## src/rtl/tsla_pkg.sv

```systemverilog
// shared types and constants for the traffic signal lane arbiter
// no dependencies
`default_nettype none

package tsla_pkg;

  localparam int QueueDepth = 32;
  localparam int LaneCount  = 4;

  localparam int CountW  = $clog2(QueueDepth + 1);
  localparam int SlotW   = $clog2(QueueDepth);
  localparam int LaneW   = $clog2(LaneCount);
  localparam int AgeW    = 8;
  localparam int ScoreW  = 9;
  localparam int BiasW   = 4;
  localparam int ShiftW  = 3;
  localparam int DrainW  = 6;
  localparam int CfgIdxW = 2;
  localparam int CfgDataW = 6;

  localparam logic [AgeW-1:0]   AgeMax     = {AgeW{1'b1}};
  localparam logic [BiasW-1:0]  BiasReset  = BiasW'(3);
  localparam logic [ShiftW-1:0] ShiftReset = ShiftW'(1);
  localparam logic [DrainW-1:0] DrainReset = DrainW'(1);

  typedef enum logic [1:0] {
    CmdArrive = 2'd0,
    CmdDecide = 2'd1,
    CmdPass   = 2'd2,
    CmdRsvd   = 2'd3
  } cmd_e;

  typedef enum logic [2:0] {
    OutAdded     = 3'd0,
    OutDropped   = 3'd1,
    OutPassed    = 3'd2,
    OutNoPass    = 3'd3,
    OutOverride  = 3'd4,
    OutHold      = 3'd5,
    OutSwitched  = 3'd6,
    OutContinued = 3'd7
  } outcome_e;

  typedef enum logic [CfgIdxW-1:0] {
    CfgBias  = 2'd0,
    CfgShift = 2'd1,
    CfgDrain = 2'd2
  } cfg_idx_e;

  typedef struct packed {
    logic [BiasW-1:0]  bias;
    logic [ShiftW-1:0] shift;
    logic [DrainW-1:0] drain;
  } cfg_t;

  typedef struct packed {
    cmd_e       command;
    logic [1:0] lane;
    logic       is_ambulance;
  } item_t;

  typedef struct packed {
    logic [LaneCount-1:0][CountW-1:0]     count;
    logic [LaneCount-1:0][QueueDepth-1:0] slots;
    logic [LaneCount-1:0][AgeW-1:0]       age;
    logic [LaneW-1:0]                     green;
    logic [CountW-1:0]                    start;
  } state_t;

  typedef struct packed {
    logic [1:0]  green_lane;
    outcome_e    outcome;
    logic [8:0]  best_score;
    logic [5:0]  green_count;
    logic        ambulance_waiting;
  } result_t;

endpackage

`default_nettype wire

```

## src/rtl/tsla_arbiter.sv

```systemverilog
// highest-score lane pick, ties to the lowest index
// depends on tsla_pkg
`default_nettype none

module tsla_arbiter (
  input  logic [tsla_pkg::LaneCount-1:0][tsla_pkg::ScoreW-1:0] score_i,
  output logic [tsla_pkg::LaneW-1:0]                           win_o,
  output logic [tsla_pkg::ScoreW-1:0]                          best_o
);
  import tsla_pkg::*;

  always_comb begin
    best_o = score_i[0];
    win_o  = '0;
    for (int i = 1; i < LaneCount; i++) begin
      if (score_i[i] > best_o) begin
        best_o = score_i[i];
        win_o  = LaneW'(i);
      end
    end
  end

endmodule

`default_nettype wire

```

## src/rtl/tsla_step.sv

```systemverilog
// next-state and result logic for one transaction
// depends on tsla_pkg and tsla_arbiter
`default_nettype none

module tsla_step (
  input  tsla_pkg::state_t  state_i,
  input  tsla_pkg::item_t   item_i,
  input  tsla_pkg::cfg_t    cfg_i,
  output tsla_pkg::state_t  state_o,
  output tsla_pkg::result_t result_o
);
  import tsla_pkg::*;

  logic [LaneCount-1:0][AgeW-1:0]   aged;
  logic [LaneCount-1:0][ScoreW-1:0] score;
  logic [LaneW-1:0]                 win;
  logic [ScoreW-1:0]                best;
  logic [LaneW-1:0]                 lane_idx;
  logic [LaneW-1:0]                 amb_lane;
  logic                             amb_any;
  logic [CountW-1:0]                green_cnt;
  logic [ScoreW-1:0]                bias;
  logic                             hold;

  assign lane_idx  = LaneW'(item_i.lane);
  assign green_cnt = state_i.count[state_i.green];
  assign bias      = (green_cnt != '0) ? ScoreW'(cfg_i.bias) : '0;
  assign hold      = (state_i.start > cfg_i.drain) &&
                     (green_cnt > (state_i.start >> 1));

  // aged starvation feeds the scores of the same decide
  always_comb begin
    for (int i = 0; i < LaneCount; i++) begin
      if (LaneW'(i) == state_i.green) begin
        aged[i] = '0;
      end else if (state_i.count[i] != '0 && state_i.age[i] != AgeMax) begin
        aged[i] = state_i.age[i] + AgeW'(1);
      end else begin
        aged[i] = state_i.age[i];
      end
      score[i] = ScoreW'(state_i.count[i]) + ScoreW'(aged[i] >> cfg_i.shift) +
                 ((LaneW'(i) == state_i.green) ? bias : ScoreW'(0));
    end
  end

  // lowest lane holding an ambulance
  always_comb begin
    amb_any  = 1'b0;
    amb_lane = '0;
    for (int i = LaneCount - 1; i >= 0; i--) begin
      if (state_i.slots[i] != '0) begin
        amb_any  = 1'b1;
        amb_lane = LaneW'(i);
      end
    end
  end

  tsla_arbiter u_arbiter (
    .score_i (score),
    .win_o   (win),
    .best_o  (best)
  );

  always_comb begin
    state_o             = state_i;
    result_o.outcome    = OutNoPass;
    result_o.best_score = '0;
    case (item_i.command)
      CmdArrive: begin
        if (32'(item_i.lane) >= LaneCount ||
            state_i.count[lane_idx] >= CountW'(QueueDepth)) begin
          result_o.outcome = OutDropped;
        end else begin
          if (item_i.is_ambulance) begin
            state_o.slots[lane_idx][SlotW'(state_i.count[lane_idx])] = 1'b1;
          end
          state_o.count[lane_idx] = state_i.count[lane_idx] + CountW'(1);
          result_o.outcome = OutAdded;
        end
      end
      CmdDecide: begin
        if (amb_any) begin
          state_o.green    = amb_lane;
          state_o.start    = state_i.count[amb_lane];
          result_o.outcome = OutOverride;
        end else if (hold) begin
          result_o.outcome = OutHold;
        end else begin
          state_o.age         = aged;
          result_o.best_score = best;
          if (win != state_i.green) begin
            state_o.green    = win;
            state_o.start    = state_i.count[win];
            result_o.outcome = OutSwitched;
          end else begin
            result_o.outcome = OutContinued;
          end
        end
      end
      CmdPass: begin
        if (green_cnt != '0) begin
          state_o.slots[state_i.green] = state_i.slots[state_i.green] >> 1;
          state_o.count[state_i.green] = green_cnt - CountW'(1);
          result_o.outcome = OutPassed;
        end
      end
      default: ;
    endcase
    result_o.green_lane        = 2'(state_o.green);
    result_o.green_count       = 6'(state_o.count[state_o.green]);
    result_o.ambulance_waiting = |state_o.slots;
  end

endmodule

`default_nettype wire

```

## src/rtl/traffic_signal_lane_arbiter_top.sv

```systemverilog
// Four-lane traffic signal arbiter. Takes one transaction per clock cycle while the output
// register is not stalled; the result is presented from the output register: a transaction
// lands in the input register, the lane state and the signal rule are evaluated in one
// combinational step, and the result is captured in the output register while the lane
// state updates in the same edge. Throughput is set by that single step over four lanes; a
// stalled output register holds the input register, and the input stalls only while both
// are full. Configuration writes take effect at the next edge and must be done while no
// transaction is in flight. No clearing pass is needed after reset.
`default_nettype none

module traffic_signal_lane_arbiter_top (
  input  logic                           clk_i,
  input  logic                           rst_ni,
  input  logic                           cfg_we_i,
  input  logic [tsla_pkg::CfgIdxW-1:0]   cfg_index_i,
  input  logic [tsla_pkg::CfgDataW-1:0]  cfg_data_i,
  input  logic                           in_valid_i,
  output logic                           in_stall_o,
  input  logic [1:0]                     command_i,
  input  logic [1:0]                     lane_i,
  input  logic                           is_ambulance_i,
  output logic                           out_valid_o,
  input  logic                           out_stall_i,
  output logic [1:0]                     green_lane_o,
  output logic [2:0]                     outcome_o,
  output logic [8:0]                     best_score_o,
  output logic [5:0]                     green_count_o,
  output logic                           ambulance_waiting_o
);
  import tsla_pkg::*;

  cfg_t    cfg_q;
  item_t   item_q;
  logic    item_valid_q;
  state_t  state_q;
  state_t  state_d;
  result_t result_d;
  result_t result_q;
  logic    out_valid_q;
  logic    out_free;
  logic    advance;
  logic    in_take;

  assign out_free   = !out_valid_q || !out_stall_i;
  assign advance    = item_valid_q && out_free;
  assign in_stall_o = item_valid_q && !out_free;
  assign in_take    = in_valid_i && !in_stall_o;

  always_ff @(posedge clk_i or negedge rst_ni) begin
    if (!rst_ni) begin
      cfg_q.bias  <= BiasReset;
      cfg_q.shift <= ShiftReset;
      cfg_q.drain <= DrainReset;
    end else if (cfg_we_i) begin
      case (cfg_index_i)
        CfgBias:  cfg_q.bias  <= cfg_data_i[BiasW-1:0];
        CfgShift: cfg_q.shift <= cfg_data_i[ShiftW-1:0];
        CfgDrain: cfg_q.drain <= cfg_data_i[DrainW-1:0];
        default: ;
      endcase
    end
  end

  always_ff @(posedge clk_i or negedge rst_ni) begin
    if (!rst_ni) begin
      item_valid_q <= 1'b0;
    end else if (in_take) begin
      item_valid_q <= 1'b1;
    end else if (advance) begin
      item_valid_q <= 1'b0;
    end
  end

  always_ff @(posedge clk_i) begin
    if (in_take) begin
      item_q.command      <= cmd_e'(command_i);
      item_q.lane         <= lane_i;
      item_q.is_ambulance <= is_ambulance_i;
    end
  end

  tsla_step u_step (
    .state_i  (state_q),
    .item_i   (item_q),
    .cfg_i    (cfg_q),
    .state_o  (state_d),
    .result_o (result_d)
  );

  always_ff @(posedge clk_i or negedge rst_ni) begin
    if (!rst_ni) begin
      state_q <= '0;
    end else if (advance) begin
      state_q <= state_d;
    end
  end

  always_ff @(posedge clk_i or negedge rst_ni) begin
    if (!rst_ni) begin
      out_valid_q <= 1'b0;
    end else if (advance) begin
      out_valid_q <= 1'b1;
    end else if (!out_stall_i) begin
      out_valid_q <= 1'b0;
    end
  end

  always_ff @(posedge clk_i) begin
    if (advance) begin
      result_q <= result_d;
    end
  end

  assign out_valid_o         = out_valid_q;
  assign green_lane_o        = result_q.green_lane;
  assign outcome_o           = result_q.outcome;
  assign best_score_o        = result_q.best_score;
  assign green_count_o       = result_q.green_count;
  assign ambulance_waiting_o = result_q.ambulance_waiting;

endmodule

`default_nettype wire

```

## config.mk

```make
export PLATFORM = sky130hd
export DESIGN_NAME = traffic_signal_lane_arbiter_top
export DESIGN_NICKNAME = d
export VERILOG_FILES = /design/src/rtl/tsla_pkg.sv /design/src/rtl/tsla_arbiter.sv /design/src/rtl/tsla_step.sv /design/src/rtl/traffic_signal_lane_arbiter_top.sv
export SDC_FILE = /design/constraint.sdc
export NUM_CORES = 1
export LEC_CHECK = 0
export BUFFER_PORTS_ARGS = -buffer_cell sky130_fd_sc_hd__buf_4
export CAP_MARGIN = 0
export CELL_PAD_IN_SITES_DETAIL_PLACEMENT = 1
export CELL_PAD_IN_SITES_GLOBAL_PLACEMENT = 2
export CORE_ASPECT_RATIO = 0.8
export CORE_MARGIN = 2
export CORE_UTILIZATION = 30
export CTS_CLUSTER_DIAMETER = 40
export DETAILED_ROUTE_END_ITERATION = 10
export GPL_ROUTABILITY_DRIVEN = 0
export PLACE_DENSITY_LB_ADDON = 0.1
export SKIP_CTS_REPAIR_TIMING = 1
export SLEW_MARGIN = 15
export SYNTH_ARGS = -nofsm -noshare
export SYNTH_HDL_FRONTEND = slang
export SYNTH_HIERARCHICAL = 1
export SYNTH_SLANG_ARGS = --single-unit
```

## constraint.sdc

```tcl
create_clock -name clk_i -period 16.17 [get_ports clk_i]
set_input_delay 3.234 -clock clk_i [delete_from_list [all_inputs] [get_ports clk_i]]
set_output_delay 3.234 -clock clk_i [all_outputs]
set_load 0.05 [all_outputs]
```

==> results.yml, run 1 <==
global_route:
  antenna_found_initial: 2
  track_usage: 0.277
  grt_pass1_vias: 19200
  grt_max_degree: 108
  grt_pass1_wl_um: 141000
  overflow: 0
timing:
  hold_violations: 0
  finalClockSkew_ps: 39.1
  min_period_ps: 12750
  drv_slew: 0
  tightest_slew_ps: 1310
  fin_ws_ps: 3420
  slew_headroom: 0.118
  fin_tns_setup_ps: 0
  fmax_mhz: 78.4
  setup-violations-final: 0
  post-route-period-util: 0.789
  hold_slack_ps: 489
  grt_setup_unrepaired: "false"
synth:
  ys_warn_count: 6
  synth_compound_area_frac: 0.177
  synthTopCellsByCount: "224 x nand2_1, 207 x a21oi_1, 203 x dfrtp_1"
  syn_avg_cell_area_um2: 8.98
  ys_top_cells_by_area: "dfrtp_1 25%, mux2_2 7.1%, mux2_1 5.6%"
  yosysMostFrequentCell: "nand2_1"
  syn-instance-count: 2251
  synth_mux_area_frac: 0.208
  syn_area_um2: 20200
  async_flop_share: 0.888
  ys_ff_latch: 233
  synthSimpleGateAreaFrac: 0.165
  yosysTopAreaCell: "dfrtp_1"
  synth.net_count: 2369
  synth-edff-count: 26
  yosysSeqAreaShare: 0.295
  synth_top_area_share: 0.251
  synth_xor_area_frac: 0.0243
  synth_cell_types: 85
  synth_ff_type: "dfrtp_1"
  synth_adder_area_share: 0.0694
  synth_top_family_by_area: "multiplexers"
cts:
  path_clk_slew_ps: 50
  cts_made_buffers: 56
  clockBufferDepth: 3
  cts_max_level: 2
  clk_latency_ps: 640
  root_buffer: "clkbuf_16"
  cts.sink_count: 233
  cts_tree: "yes"
setup_path:
  reg2reg_depth: 38
  critPathRequiredTime_ps: 16670
  critical_path_arrival_ps: 13250
  startpoint_type: "register"
  end_kind: "register"
  critPathKind: "reg2reg"
  crit_fanout: 25
  slowest_stage: "a221oi_2"
  crit_top_cell: "ha_1"
  slowest_delay_ps: 740
min_path:
  hold_path.class: "reg2reg"
  hold_depth: 1
cells_and_area:
  design_area_um2: 23300
  num-nets-final: 2366
  drive_gt1_frac: 0.185
  syn_to_final_growth_pct: 15.5
die:
  coreArea_um2: 67000
  start_util: 0.302
  die-area_um2: 69400
  die_w_um: 294
  dieHeight_um: 236
  rows: 85
  ios: 41
route:
  ant_nets: 0
  drc: 0
  via_per_inst: 6.09
  routed_wl_um: 96700
  dr.pass1.iters: 8
  wl_per_cell_um: 30.5
  first_iter_violations: 2114
  vias: 19300
place:
  portBuffers: 40
  dp_hpwl_um: 71700
  place_area_um2: 21200
  post-place-ws_ps: 3360
flow_run:
  drv_cap: 0
status:
  status: "finished, final reports clean"
==> path summary, 6_finish.rpt <==
| path | startpoint | endpoint | slack (ps) |
|---|---|---|---|
| setup / recovery | state_q[6]$_DFFE_PN0P_ | state_q[0]$_DFFE_PN0P_ | 3420 |
| hold / removal | item_valid_q$_DFFE_PN0P_ | out_valid_o$_DFFE_PN0P_ | 490 |
| setup reg to reg | state_q[6]$_DFFE_PN0P_ | state_q[0]$_DFFE_PN0P_ | 3420 |
| hold reg to reg | item_valid_q$_DFFE_PN0P_ | out_valid_o$_DFFE_PN0P_ | 490 |
| max in group asynchronous | rst_ni | cfg_q[7]$_DFFE_PN0P_ | 11320 |
| min in group asynchronous | rst_ni | state_q[158]$_DFFE_PN0P_ | 2710 |
==> critical path, delay by kind of cell, from the launching register on <==
family                   cells  cell delay, ps
AO/OA/AOI/OAI               15            4650
AND/OR/NAND/NOR              7            2200
flip-flops                   1             420
multiplexers                 3            1300
XOR/XNOR                     2             390
adder cells (fa/ha/maj)      6            2070
buffers and inverters        5            1550
==> area by class of cell <==
type	count	area, um^2
multi-input cells	1758	13100
flip-flops and latches	233	5970
well taps	870	1090
repair buffers	94	713
diodes	1	2.50
inverters	105	394
clock inverters	37	549
clock buffers	69	1540
fillers	7682	43700
==> per-layer routing <==
layer | part of all wire | GRT usage | wire length, um | vias to the layer above
met4 | 0.021 | 0.0611 | 2070 | 4
li1 | - | - | - | 8353
met1 | 0.49 | 0.422 | 47000 | 9933
met5 | 0.0013 | 0.0111 | 121 | -
met3 | 0.12 | 0.116 | 11500 | 151
met2 | 0.37 | 0.352 | 36100 | 855
==> sequential cells by signal, indices dropped and copies added, names as in the netlist <==
| signal | count |
|---|---|
| state_q | 192 |
| cfg_q | 13 |
| best_score_o | 9 |
| green_count_o | 6 |
| item_q | 5 |
| outcome_o | 3 |
| green_lane_o | 2 |
| ambulance_waiting_o | 1 |
| item_valid_q | 1 |
| out_valid_o | 1 |
==> metrics by stage <==
step / utilization / cells
floorplan: - / 2251
global placement: 0.317 / 3059
detailed placement: 0.317 / 3059
CTS: 0.348 / 3165
global route: 0.348 / 3166
finish: 0.348 / 3167
==> cell families (layout without fill, tap and decap cells) <==
group,Yosys count,count (layout)
xor gates and xnor gates,56,56
buffers and inverters,260,305
adders and majority gates,100,100
muxes,334,334
DFF,233,233
other,0,1
and+or+nand+nor,689,689
AOI/OAI and AO/OA,579,579
==> placed cells by master, fill, tap and decap left out, types with 26 or more instances in the layout <==
| cell type | synthesis | routed |
|---|---|---|
| mux2i_1 | 60 | 60 |
| nand2_1 | 224 | 224 |
| and3_1 | 27 | 27 |
| o21ai_0 | 131 | 131 |
| inv_1 | 103 | 103 |
| clkbuf_16 | 0 | 56 |
| o22ai_1 | 33 | 33 |
| mux4_2 | 46 | 46 |
| a21oi_1 | 207 | 207 |
| mux2_1 | 100 | 100 |
| edfxtp_1 | 26 | 26 |
| mux2_2 | 128 | 128 |
| buf_4 | 3 | 92 |
| nor2_1 | 159 | 158 |
| nor3_1 | 59 | 57 |
| nand3_1 | 38 | 38 |
| ha_1 | 80 | 80 |
| dfrtp_1 | 203 | 200 |
| a31oi_1 | 33 | 33 |
| nand4_1 | 26 | 26 |
| nor4_1 | 57 | 56 |
| xnor2_1 | 33 | 33 |
Power of run 1 is left out: the tool's default activity adds up to more than one toggle a clock period on the data nets, which glitch-free logic cannot reach.
==> run 2: changes to the inputs <==
--- a/config.mk
+++ b/config.mk
@@ -5,6 +5,7 @@
 export SDC_FILE = /design/constraint.sdc
 export NUM_CORES = 1
 export LEC_CHECK = 0
+export ABC_AREA = 1
 export BUFFER_PORTS_ARGS = -buffer_cell sky130_fd_sc_hd__buf_4
 export CAP_MARGIN = 0
 export CELL_PAD_IN_SITES_DETAIL_PLACEMENT = 1
==> constraint.sdc (replaced) <==
create_clock -name clk_i -period 10.6 [get_ports clk_i]
set_input_delay 2.12 -clock clk_i [delete_from_list [all_inputs] [get_ports clk_i]]
set_output_delay 2.12 -clock clk_i [all_outputs]
set_load 0.05 [all_outputs]
==> results.yml, run 2 <==
timing:
  min_period_ps: 9860
  fin_tns_setup_ps: 0
  tightest_slew_ps: 1120
  finalClockSkew_ps: 29.2
  grt_setup_unrepaired: "false"
  slew_headroom: 0.249
  fmax_mhz: 101
  drv_slew: 0
  hold_violations: 0
  setup-violations-final: 0
  post-route-period-util: 0.930
route:
  ant_nets: 0
  routed_wl_um: 109000
  wl_per_cell_um: 21.4
  vias: 26400
  via_per_inst: 5.19
  dr.pass1.iters: 6
  drc: 0
  first_iter_violations: 2285
synth:
  synthTopCellsByCount: "1557 x nand2_1, 659 x nand3_1, 480 x inv_1"
  syn-instance-count: 4075
  ys_warn_count: 6
  yosysTopAreaCell: "nand2_1"
  synth_cell_types: 51
  yosysMostFrequentCell: "nand2_1"
  synth-edff-count: 26
  syn_area_um2: 23700
  ys_ff_latch: 233
  syn_avg_cell_area_um2: 5.82
  async_flop_share: 0.888
  synth.net_count: 4193
  yosysSeqAreaShare: 0.252
  ys_top_cells_by_area: "nand2_1 25%, dfrtp_1 21%, nand3_1 14%"
  synth_ff_type: "dfrtp_1"
  synth_top_area_share: 0.247
cells_and_area:
  layout_common_cells: "1553 x nand2_1, 659 x nand3_1, 479 x inv_1"
  largest_register: "state_q"
  final_common_cell: "nand2_1"
  drive_gt1_frac: 0.0700
  multiInputGateArea_um2: 14800
  largest_reg_flops: 192
  seqCellArea_um2: 5970
  n_fill_cell: 10300
  num-nets-final: 4121
  syn_to_final_growth_pct: 14.2
setup_path:
  crit_top_cell: "nand2_1"
  slowest_stage: "dfrtp_1"
  startpoint: "state_q[170]$_DFFE_PN0P_"
  crit_family: "simple AND/OR/NAND/NOR gates"
  crit_fanout: 13
  startpoint_type: "register"
  critPathKind: "reg2reg"
  cp_num_buf_inv: 11
  critical_path_arrival_ps: 10240
  end_kind: "register"
  r2r-start: "state_q[170]$_DFFE_PN0P_"
  critPathRequiredTime_ps: 10980
  slowest_delay_ps: 510
die:
  start_util: 0.302
  die_w_um: 318
  ios: 41
  die-area_um2: 81300
  rows: 92
  dieHeight_um: 255
  coreArea_um2: 78500
cts:
  path_clk_slew_ps: 50
  clk_latency_ps: 640
  root_buffer: "clkbuf_16"
  cts_max_level: 3
  cts_made_buffers: 67
  cts_tree: "yes"
  clockBufferDepth: 3
  cts.sink_count: 233
global_route:
  track_usage: 0.265
  grt_pass1_wl_um: 166000
  grt_max_degree: 167
  overflow: 0
  grt_pass1_vias: 25800
  antenna_found_initial: 4
place:
  portBuffers: 40
  dp_hpwl_um: 73800
min_path:
  hp-start: "cfg_q[3]$_DFFE_PN0P_"
  hold_path.class: "reg2reg"
status:
  status: "finished, final reports clean"
flow_run:
  drv_cap: 0
## run 2: cell types whose count changed in the layout (fill, tap and decap cells not counted), moves of 36 or more
cell	previous run	this run
nor3_1	57	11
mux4_2	46	0
nand3_1	38	659
inv_1	103	479
o21ai_0	131	241
mux2_2	128	0
nor4_1	56	14
mux2_1	100	0
mux2i_1	60	6
a21oi_1	207	97
nand2_1	224	1553
nor2_1	158	194
## run 2: worst paths after layout
kind,to,slack (ps),cells after the start
worst max-delay path,green_lane_o[0]$_DFFE_PP_,740,56
worst min-delay path,cfg_q[3]$_DFFE_PN0P_,470,2
worst max register to register,green_lane_o[0]$_DFFE_PP_,740,56
worst min register to register,cfg_q[3]$_DFFE_PN0P_,470,2
max in group asynchronous,state_q[56]$_DFFE_PN0P_,7540,2
min in group asynchronous,state_q[34]$_DFFE_PN0P_,1500,1
## run 2: cells by family (layout without fill, tap and decap cells)
logic type / Yosys count / after routing / share of synthesized area
compound gates: 435 / 435 / 0.0979
simple gates: 2537 / 2537 / 0.450
mux: 6 / 6 / 0.00253
fa+ha+maj: 100 / 100 / 0.0591
flops: 233 / 233 / 0.252
xor+xnor: 31 / 31 / 0.0115
buf+inv: 733 / 713 / 0.127
other cells: 0 / 1 / 0
## run 2: per-stage QoR
| step | hold slack (ps) | worst slack, ps | std cells | area (um^2) | utilization |
|---|---|---|---|---|---|
| finish | 469 | 744 | 5090 | 27100 | 0.345 |
| global route | 504 | 30.3 | 5089 | 27100 | 0.345 |
| CTS | 475 | 341 | 5086 | 27000 | 0.344 |
| detailed placement | 462 | 383 | 4965 | 24700 | 0.314 |
| global placement | 460 | 658 | 4965 | 24700 | 0.314 |
| floorplan | 440 | 2270 | 4075 | 23700 | - |
## run 2: metal layers
layer | routed length, um | part of all wire | GRT usage | vias up
li1 | - | - | - | 12900
met1 | 57300 | 0.53 | 0.419 | 12700
met2 | 41800 | 0.38 | 0.354 | 696
met3 | 7910 | 0.073 | 0.0629 | 123
met4 | 1960 | 0.018 | 0.0567 | 4
met5 | 31 | 0.00028 | 0 | -
## run 2: layout make-up
cell class,count,share of cell area
sequential,233,0.220
antenna,1,0.0000924
clock buffer,87,0.0680
tap,1034,0.0478
multi-input combinational,3109,0.548
timing repair buffer,95,0.0280
clock inverter,34,0.0185
inverter,497,0.0691
## run 2: worst reg2reg max path, delay by kind of cell (launching register included)
kind	cells	cell delay [ps]
AND/OR/NAND/NOR	30	4090
AO/OA/AOI/OAI	8	1130
flip-flops	1	510
XOR/XNOR	1	330
buffers and inverters	11	1490
adder cells (fa/ha/maj)	6	2050
Power of run 2 is left out for the same reason.
